**config.mk**
```make
export PLATFORM = sky130hd
export DESIGN_NAME = vlmr_front
export DESIGN_NICKNAME = d
export VERILOG_FILES = /design/src/rtl/vlmr_pkg.sv /design/src/rtl/vlmr_front.sv
export SDC_FILE = /design/constraint.sdc
export NUM_CORES = 1
export LEC_CHECK = 0
export ABC_CLOCK_PERIOD_IN_PS = 4500
export BUFFER_PORTS_ARGS = -buffer_cell sky130_fd_sc_hd__clkbuf_2
export CAP_MARGIN = 20
export CORE_MARGIN = 4
export CORE_UTILIZATION = 35
export DETAILED_ROUTE_END_ITERATION = 10
export HOLD_SLACK_MARGIN = 0.12
export PLACE_DENSITY = 0.65
export SETUP_SLACK_MARGIN = 0.2
export SLEW_MARGIN = 20
export SYNTH_ARGS = -nofsm -noshare
export SYNTH_HDL_FRONTEND = slang
export SYNTH_SLANG_ARGS = --single-unit
```
**constraint.sdc**
```tcl
create_clock -name clk -period 4.5 [get_ports clk]
set_input_delay 0.45 -clock clk [delete_from_list [all_inputs] [get_ports clk]]
set_output_delay 0.45 -clock clk [all_outputs]
set_load 0.1 [all_outputs]
```
**src/rtl/vlmr_pkg.sv**
```systemverilog
`timescale 1ns / 1ps
package vlmr_pkg;

  // Geometry. LINE_BYTES is a power of two, so line and word counts are shifts.
  localparam int RING_LINES = 64;
  localparam int LINE_BYTES = 64;

  localparam int WPL        = LINE_BYTES / 8;
  localparam int WPL_SHIFT  = $clog2(WPL);
  localparam int LINE_SHIFT = $clog2(LINE_BYTES);
  localparam int RING_WORDS = RING_LINES * WPL;

  localparam int DATA_W  = 64;
  localparam int LEN_W   = 13;
  localparam int STAT_W  = 3;
  localparam int LINE_W  = (RING_LINES > 1) ? $clog2(RING_LINES) : 1;
  localparam int USED_W  = $clog2(RING_LINES + 1);
  localparam int WADDR_W = $clog2(RING_WORDS);
  localparam int LEFT_W  = $clog2(RING_WORDS + 1);
  localparam int LINES_W = LEN_W - LINE_SHIFT + 1;
  localparam int CMP_W   = (LINES_W > USED_W) ? LINES_W : USED_W;

  // Result status
  localparam logic [STAT_W-1:0] ST_POPPED = 3'd0;
  localparam logic [STAT_W-1:0] ST_EMPTY  = 3'd1;
  localparam logic [STAT_W-1:0] ST_PUSHED = 3'd2;
  localparam logic [STAT_W-1:0] ST_FULL   = 3'd3;
  localparam logic [STAT_W-1:0] ST_SEQ    = 3'd4;

  // Transaction class set by the front end
  localparam logic [1:0] KIND_PUSH_START = 2'd0;
  localparam logic [1:0] KIND_PUSH_CONT  = 2'd1;
  localparam logic [1:0] KIND_POP        = 2'd2;

  typedef struct packed {
    logic [1:0]         kind;
    logic [DATA_W-1:0]  data;
    logic [LEN_W-1:0]   bytes;
    logic [LINES_W-1:0] lines;
  } vlmr_item_t;

  function automatic logic [LINES_W-1:0] lines_for(input logic [LEN_W-1:0] bytes);
    logic [LEN_W:0] sum;
    sum = {1'b0, bytes} + (LEN_W + 1)'(LINE_BYTES - 1);
    return LINES_W'(sum >> LINE_SHIFT);
  endfunction

endpackage

```
**src/rtl/vlmr_front.sv**
```systemverilog
`timescale 1ns / 1ps
module vlmr_front (
  input  logic                       clk,
  input  logic                       rst_n,
  input  logic                       in_valid,
  output logic                       in_ready,
  input  logic                       in_action,
  input  logic [vlmr_pkg::DATA_W-1:0] in_word_data,
  input  logic                       in_starts_message,
  input  logic [vlmr_pkg::LEN_W-1:0] in_message_bytes,
  output logic                       q_valid,
  input  logic                       q_ready,
  output vlmr_pkg::vlmr_item_t       q_item
);
  import vlmr_pkg::*;

  vlmr_item_t  entry_r [2];
  logic        wptr_r, wptr_nxt;
  logic        rptr_r, rptr_nxt;
  logic [1:0]  count_r, count_nxt;
  vlmr_item_t  cls;
  logic        enq, deq;

  always_comb begin
    cls.data  = in_word_data;
    cls.bytes = in_message_bytes;
    cls.lines = lines_for(in_message_bytes);
    if (in_action) begin
      cls.kind = KIND_POP;
    end else if (in_starts_message) begin
      cls.kind = KIND_PUSH_START;
    end else begin
      cls.kind = KIND_PUSH_CONT;
    end
  end

  assign in_ready = (count_r != 2'd2);
  assign q_valid  = (count_r != 2'd0);
  assign q_item   = entry_r[rptr_r];
  assign enq      = in_valid && in_ready;
  assign deq      = q_valid && q_ready;

  always_comb begin
    wptr_nxt  = enq ? ~wptr_r : wptr_r;
    rptr_nxt  = deq ? ~rptr_r : rptr_r;
    count_nxt = count_r + {1'b0, enq} - {1'b0, deq};
  end

  always_ff @(posedge clk) begin
    if (!rst_n) begin
      wptr_r  <= 1'b0;
      rptr_r  <= 1'b0;
      count_r <= 2'd0;
    end else begin
      wptr_r  <= wptr_nxt;
      rptr_r  <= rptr_nxt;
      count_r <= count_nxt;
    end
  end

  always_ff @(posedge clk) begin
    if (enq) begin
      entry_r[wptr_r] <= cls;
    end
  end

endmodule

```
# ---- Yosys cells after proc, flatten, opt, wreduce, memory -nomap -nowiden
# Memory sizes are Yosys's and may differ from the RTL's. A register that Yosys moved wholly into a read port is not among the register bits.
# Cells that the tools add are included.
dict set report classes {
  n_addsub 3
  multipliers 0
  div 0
  order_cmp 0
  eq_ne 1
  n_shift 0
  mux 6
  n_bitwise 2
  reduce_logical 3
}
# op n
set ops {}
lappend ops {{13-bit by 6-bit adder with 14-bit output (second input constant)} 1}
lappend ops {{1-bit 2-to-1 mux} 5}
lappend ops {{2-bit by 1-bit adder with 2-bit output} 1}
lappend ops {{1-bit logical AND} 2}
lappend ops {{2-bit 2-to-1 mux} 1}
lappend ops {{2-bit != test (second input constant)} 1}
lappend ops {{1-bit inverter} 2}
lappend ops {{2-bit nonzero test} 1}
lappend ops {{2-bit by 1-bit subtractor with 2-bit output} 1}
dict set report word_totals {
  ff_bits 4
  latchBits 0
  mem_bits_rw 174
  rom_bits 0
  input_bits 83
  output_inout_bits 89
  wordCells 19
  n_memories 1
}
# name depth word_bits rd rd_clocked_by_memory_dff wr line
set memory_table {}
lappend memory_table {entry_r 2 87 1 1 1 vlmr_front.sv:17} ;# vlmr_item_t entry_r [2];

# ---- Logic depth before layout (Yosys ltp)
# Gate-level depths: netlist of the first run.
dict set report depth {
  word_depth 4
  depth_mapped 8
  mapped_depth_nobuf 8
}

# ---- Least setup slack after synthesis of the first run
# Ideal clock, no wire load.
dict set report synth_timing {
  kind {register -> register}
  start {reg count_r[0]}
  end {mem entry_r[0][0] in the netlist's numbering (enable)}
  setup_time_ps 534
  arrival_ps 5052
  t_required_ps 3966
  path_slack_ps -1085
  stages_incl_launch_ff 4
  path_buffers 0
  period_less_slack_ps 5585
  path_cell_list {dfxtp_1 > nand2b_1 > nand2_1 > nor2_1}
}
dict set report synth_via {
  elab_chain_cells 4
}
# element line
set synth_lines {}
lappend synth_lines {{start, declared} vlmr_front.sv:20} ;# logic [1:0] count_r, count_nxt;
lappend synth_lines {{start signal, assigned} vlmr_front.sv:57} ;# count_r <= count_nxt;
lappend synth_lines {{2-bit != test} vlmr_front.sv:37} ;# assign in_ready = (count_r != 2'd2);
lappend synth_lines {{net in_ready} vlmr_front.sv:6} ;# output logic in_ready,
lappend synth_lines {{1-bit logical AND} vlmr_front.sv:40} ;# assign enq = in_valid && in_ready;
lappend synth_lines {{1-bit 2-to-1 mux} vlmr_front.sv:62} ;# if (enq) begin
lappend synth_lines {{1-bit 2-to-1 mux (not written as such)} vlmr_front.sv:63} ;# entry_r[wptr_r] <= cls;
lappend synth_lines {{end, declared} vlmr_front.sv:17}
# The timed path passes the listed nets, and every way through them passes these cells.

==> flow_summary.ini, run 1 <==
[synth]
syn_inst = 316
yosysWarnings = 0
synth.distinct_cells = 23
syn_area_per_cell_um2 = 21.1
synthesized_flop_and_latch_total = 179
synth-main-ff-cell = edfxtp_1
mapped_nets = 401
ys_async_sr_fraction_pct = 0
synth.cell_area_um2 = 6660
synth_enable_flop_cells = 174
synth_sequential_area_ratio_pct = 80.0

[layout]
commonest_cells_after_routing_fill_and_taps_aside = edfxtp_1 (174), clkbuf_2 (171), mux2_2 (84), clkbuf_16 (17), xnor2_1 (9)
antenna_cells_inserted = 0
syn_to_final_growth_pct = 25.4
multi_input_area_um2 = 1260
layout.cells.most_common = edfxtp_1
num-fill-cells = 1622
finished_core_util_pct = 44.7
final_layout_size_suffix_gt1_share_pct = 57.1
nets = 585
sequential_cell_area_um2 = 5330

[setup_path]
worst-r2r-cell-count = 3
worstReg2RegStart = count_r[0]$_SDFF_PN0_
cp_data_required_time_ns = 4.05
cp_max_fo = 76
worst_setup_path_end_kind = primary output
worst-setup-path-type = reg -> out
critPathLaunchType = flop
cp_data_arrival_time_ns = 2.57

[global_route]
globalRouteOverflowTotal = 0
antenna_found_initial = 0
grt_use_total_pct = 12.0
use_met2_pct = 19.9
globalRouteMet1Util_pct = 14.8
grt_pass1_wl_um = 20000
grt_use_met3_pct = 3.83
grt_start_max_net_pins = 77
via_count_of_the_first_global_routing_pass = 3743
grt_busiest_layer = met2

[clocking]
ctsLongestPathBuffers = 2
post_cts_resized = 0
number_of_sinks_handled_by_clock_tree_synthesis = 179
clock_tree.htree_level_count = 4
postCtsHoldBufs = 0
cts_root_buffer = clkbuf_16
clk_pin_slew_ns = 0.07
post_cts_buffers = 0
clkLatencyLatePin_ns = 0.42
num_cts_buffers = 17
tritoncts = yes

[timing]
setup-violations-final = 0
rsz0062_at_grt = no
min_period_over_period_pct = 67.0
slew-limit-headroom_pct = 31.4
setup-tns-final_ns = 0
finalMaxSlewViolations = 0
hold_ws_ns = 0.225
final.setup_skew_ns = 0.00995
period_needed_ns = 3.02
worstMarginPinSlew_ns = 1.03
timing.fmax_ghz = 0.332
final-hold-violation-count = 0

[floorplan]
floorplan.die.height_um = 146
start_util_pct = 35.6
floorplan.rows = 50
die_width_um = 146
die_area_um2 = 21300
design.portCount = 172
core_region_area_um2 = 18700

[place]
place.detailed.hpwl_um = 8250
port-buffer-count = 171
gpl.final_weighted_congestion = 0.688

[hold_path]
hold_path_class = in -> reg
holdCritStartpoint = in_word_data[2]
hold_depth = 1

[job]
maxCapViolations = 0

[route]
drcViolationCount = 0
post_drt_wl_per_cell_um = 16.7
drt-initial-drc-count = 123
routed_wire_length_um = 12400
drt_pass1_iterations = 4
avgViaCountPerCell = 4.57
num_vias = 3408
ant_nets = 0

[run_status]
run_status = completed
-- per-stage QoR --
step	instances	setup slack (ns)	area, um2
after floorplan	316	0.374	6660
after global placement	715	1.90	7790
after detailed placement	715	1.85	7790
after CTS	745	1.41	8350
after global routing	745	1.33	8350
final	745	1.48	8350
-- sequential cells by signal, summed over array words and instances (netlist names), named ones only --
signal and flops:
entry_r 174, count_r 2, rptr_r 1, wptr_r 1
-- area by class of cell --
cell class | count | share of cell area (%)
Clock buffer | 17 | 5.09
Clock inverter | 13 | 1.62
Inverter | 2 | 0.0899
Multi-Input combinational cell | 125 | 15.1
Sequential cell | 179 | 63.8
Tap cell | 234 | 3.51
Timing Repair Buffer | 175 | 10.8
-- metal layers --
layer	wire, um	share of wire, %
met2	6260	50
met4	174	1.4
met5	0	0
met3	695	5.6
met1	5290	43
-- worst max-delay path: stages, from the launching register on --
cell and delay, ns:
dfxtp_4 1.02, buf_4 0.35, mux2_2 0.36, clkbuf_2 0.37
-- cells in the mapped netlist (all sizes together), types with 2 or more instances --
| library cell | n | area, um2 |
|---|---|---|
| ha | 2 | 25.0 |
| and3 | 2 | 12.5 |
| buf | 10 | 75.1 |
| dfxtp | 5 | 100 |
| and2 | 5 | 33.8 |
| nor2b | 2 | 12.5 |
| nand3 | 3 | 15.0 |
| xor2 | 2 | 17.5 |
| xnor2 | 9 | 78.8 |
| inv | 2 | 7.51 |
| nand2 | 3 | 11.3 |
| nor2 | 4 | 15.0 |
| edfxtp | 174 | 5230 |
| mux2 | 87 | 980 |
-- kinds of logic after synthesis --
family	share of synthesized area (%)
AO/OA/AOI/OAI	0.150
XOR/XNOR	1.45
adder cells (fa/ha/maj)	0.376
buffers and inverters	1.24
flip-flops	80.0
multiplexers	14.7
AND/OR/NAND/NOR	2.12
-- worst paths after layout --
kind | to | slack (ns)
max reg2reg | entry_r[1][39]$_DFFE_PP_ | 2.34
min reg2reg | rptr_r$_SDFFE_PN0P_ | 0.55
min | entry_r[1][23]$_DFFE_PP_ | 0.23
max | q_item[67] | 1.48
Power of run 1 is not shown: default switching activity piles up to over one toggle a cycle in this logic, so the estimate is an artifact.
==> inputs of run 2 (changes only) <==
--- a/config.mk
+++ b/config.mk
@@ -5,14 +5,15 @@
 export SDC_FILE = /design/constraint.sdc
 export NUM_CORES = 1
 export LEC_CHECK = 0
-export ABC_CLOCK_PERIOD_IN_PS = 4500
+export ABC_AREA = 1
+export ABC_CLOCK_PERIOD_IN_PS = 2900
 export BUFFER_PORTS_ARGS = -buffer_cell sky130_fd_sc_hd__clkbuf_2
 export CAP_MARGIN = 20
 export CORE_MARGIN = 4
 export CORE_UTILIZATION = 35
 export DETAILED_ROUTE_END_ITERATION = 10
 export HOLD_SLACK_MARGIN = 0.12
-export PLACE_DENSITY = 0.65
+export PLACE_DENSITY = 0.62
 export SETUP_SLACK_MARGIN = 0.2
 export SLEW_MARGIN = 20
 export SYNTH_ARGS = -nofsm -noshare
==> constraint.sdc (replaced) <==
create_clock -name clk -period 2.9 [get_ports clk]
set_input_delay 0.29 -clock clk [delete_from_list [all_inputs] [get_ports clk]]
set_output_delay 0.29 -clock clk [all_outputs]
set_load 0.1 [all_outputs]
==> flow_summary.ini, run 2 <==
[synth]
synth-main-ff-cell = edfxtp_1
commonest_cells_in_the_netlist = edfxtp_1 (174), mux2_2 (57), mux2_4 (30), nand2_1 (26), nor2_1 (14)
synth.top_cell.area_share_pct = 76.5
ys_top_cells_by_area = edfxtp_1 (76%), mux2_2 (9.4%), mux2_4 (6.6%)
syn_inst = 350
synth_enable_flop_cells = 174
synth.distinct_cells = 17
ys_async_sr_fraction_pct = 0
synthesized_flop_and_latch_total = 179
yosysWarnings = 0
syn_area_per_cell_um2 = 19.5
synthDominantAreaCellType = edfxtp_1
mapped_nets = 435
synth.most_common_cell = edfxtp_1
synth.cell_area_um2 = 6830
synth_sequential_area_ratio_pct = 77.9

[clocking]
clkLatencyLatePin_ns = 0.41
post_cts_buffers = 0
clock_tree.htree_level_count = 4
post_cts_resized = 0
cts_root_buffer = clkbuf_16
tritoncts = yes
number_of_sinks_handled_by_clock_tree_synthesis = 179
num_cts_buffers = 17
postCtsHoldBufs = 74
clk_pin_slew_ns = 0.07
ctsLongestPathBuffers = 2

[global_route]
via_count_of_the_first_global_routing_pass = 4242
globalRouteOverflowTotal = 0
grt_use_met3_pct = 4.14
use_met2_pct = 22.7
globalRouteMet1Util_pct = 14.8
grt_start_max_net_pins = 87
grt_pass1_wl_um = 21800
grt_busiest_layer = met2
antenna_found_initial = 0
grt_use_total_pct = 12.8

[setup_path]
critPathTopFamily = buffers and inverters
worst_setup_path_end_kind = primary output
ordered_list_of_cells_on_the_worst_path = buf_12, mux2_2, clkbuf_2
cp_max_fo = 39
worst-setup-path-type = reg -> out
max_stage_delay_ns = 0.63
slowest_stage = dfxtp_4
cp_data_arrival_time_ns = 2.14
worstReg2RegStart = count_r[0]$_SDFF_PN0_
critical_path.n_buffers_inverters = 2
critPathLaunchType = flop
cp_data_required_time_ns = 2.61

[floorplan]
die_width_um = 148
design.portCount = 172
die_area_um2 = 21800
start_util_pct = 36.1
floorplan.rows = 50
floorplan.die.height_um = 148
core_region_area_um2 = 19000

[timing]
final-hold-violation-count = 0
period_needed_ns = 2.43
setup-tns-final_ns = 0
setup-violations-final = 0
rsz0062_at_grt = no
slew-limit-headroom_pct = 53.7
finalMaxSlewViolations = 0
timing.fmax_ghz = 0.412
worstMarginPinSlew_ns = 0.694
min_period_over_period_pct = 83.7
final.setup_skew_ns = 0.00419

[route]
post_drt_wl_per_cell_um = 15.6
drcViolationCount = 0
drt-initial-drc-count = 144
routed_wire_length_um = 13800
num_vias = 3904
avgViaCountPerCell = 4.44
drt_pass1_iterations = 4
ant_nets = 0

[hold_path]
hold_path_class = in -> reg
holdCritStartpoint = in_message_bytes[10]

[layout]
layout.cells.most_common = edfxtp_1
num-fill-cells = 1573
stdcell_area_um2 = 9400
nets = 692
syn_to_final_growth_pct = 37.6
antenna_cells_inserted = 0
reg.largest.list = entry_r x174, count_r x2
final_layout_size_suffix_gt1_share_pct = 48.1
largest_register_ffs = 174
largest_register = entry_r
commonest_cells_after_routing_fill_and_taps_aside = edfxtp_1 (174), clkbuf_2 (171), dlygate4sd3_1 (74), mux2_2 (57), mux2_4 (30)

[power_and_ir_drop]
static-leakage-power_nw = 3.67
vdd.ir_drop.worst_mv = 0.654
power.density_nw_per_um2 = 1100

[place]
place.detailed.hpwl_um = 8820
placed_cell_area_um2 = 8030
port-buffer-count = 171
gpl.final_weighted_congestion = 0.704

[job]
maxCapViolations = 0

[run_status]
run_status = completed
-- run 2: cell count changes in the layout (fill, tap and decap cells not counted), moves of 4 or more --
cell / before / now
dlygate4sd3_1: 0 / 74
xnor2_1: 9 / 1
mux2_4: 0 / 30
nor2_1: 3 / 12
mux2_2: 84 / 57
inv_1: 2 / 13
and2_1: 4 / 0
nand3_1: 3 / 7
nand2_1: 3 / 25
-- run 2: worst paths after layout --
kind	slack [ns]	cells past startpoint	endpoint
setup reg to reg	1.13	5	entry_r[0][62]$_DFFE_PP_
hold / removal	0.16	1	entry_r[0][18]$_DFFE_PP_
setup / recovery	0.47	3	q_item[9]
hold reg to reg	0.53	2	rptr_r$_SDFFE_PN0P_
-- run 2: report_power, final --
group	switching, mW	internal (mW)	leakage, nW
sequential	0.141	3.30	1.67
clock	0.971	1.48	0.306
combinational	3.58	0.879	1.69
total	4.69	5.66	3.67
-- run 2: layer usage --
layer  up-vias  part of all wire (%)
met5         -                     0
met2       122                    52
met3        11                   5.6
li1       1844                     -
met4         0                   1.0
met1      1927                    41
-- run 2: cell families after synthesis --
group | share of synthesized area (%)
fa+ha+maj | 0.366
simple gates | 3.20
flops | 77.9
compound gates | 0.220
mux | 16.0
xor+xnor | 0.256
buf+inv | 2.05
-- run 2: metrics by stage --
step	hold slack [ns]	worst slack [ns]	power [mW]	util (%)	instances
after detailed placement	0.482	0.875	7.92	42.3	774
after global placement	0.480	0.907	7.86	42.3	774
after global routing	0.128	0.363	10.7	49.6	880
final	0.156	0.472	10.3	49.6	880
after floorplan	0.383	0.260	7.26	-	350
after CTS	0.124	0.411	10.5	49.6	880
-- run 2: final cells by class --
type | count | area, um2 | share of cell area (%)
flip-flops and latches | 179 | 5330 | 56.7
repair buffers | 250 | 1670 | 17.8
clock inverters | 13 | 195 | 2.08
well taps | 260 | 325 | 3.46
inverters | 13 | 48.8 | 0.519
clock buffers | 19 | 443 | 4.71
multi-input cells | 146 | 1390 | 14.8
No activity file was read; power rests on OpenSTA's default activity.
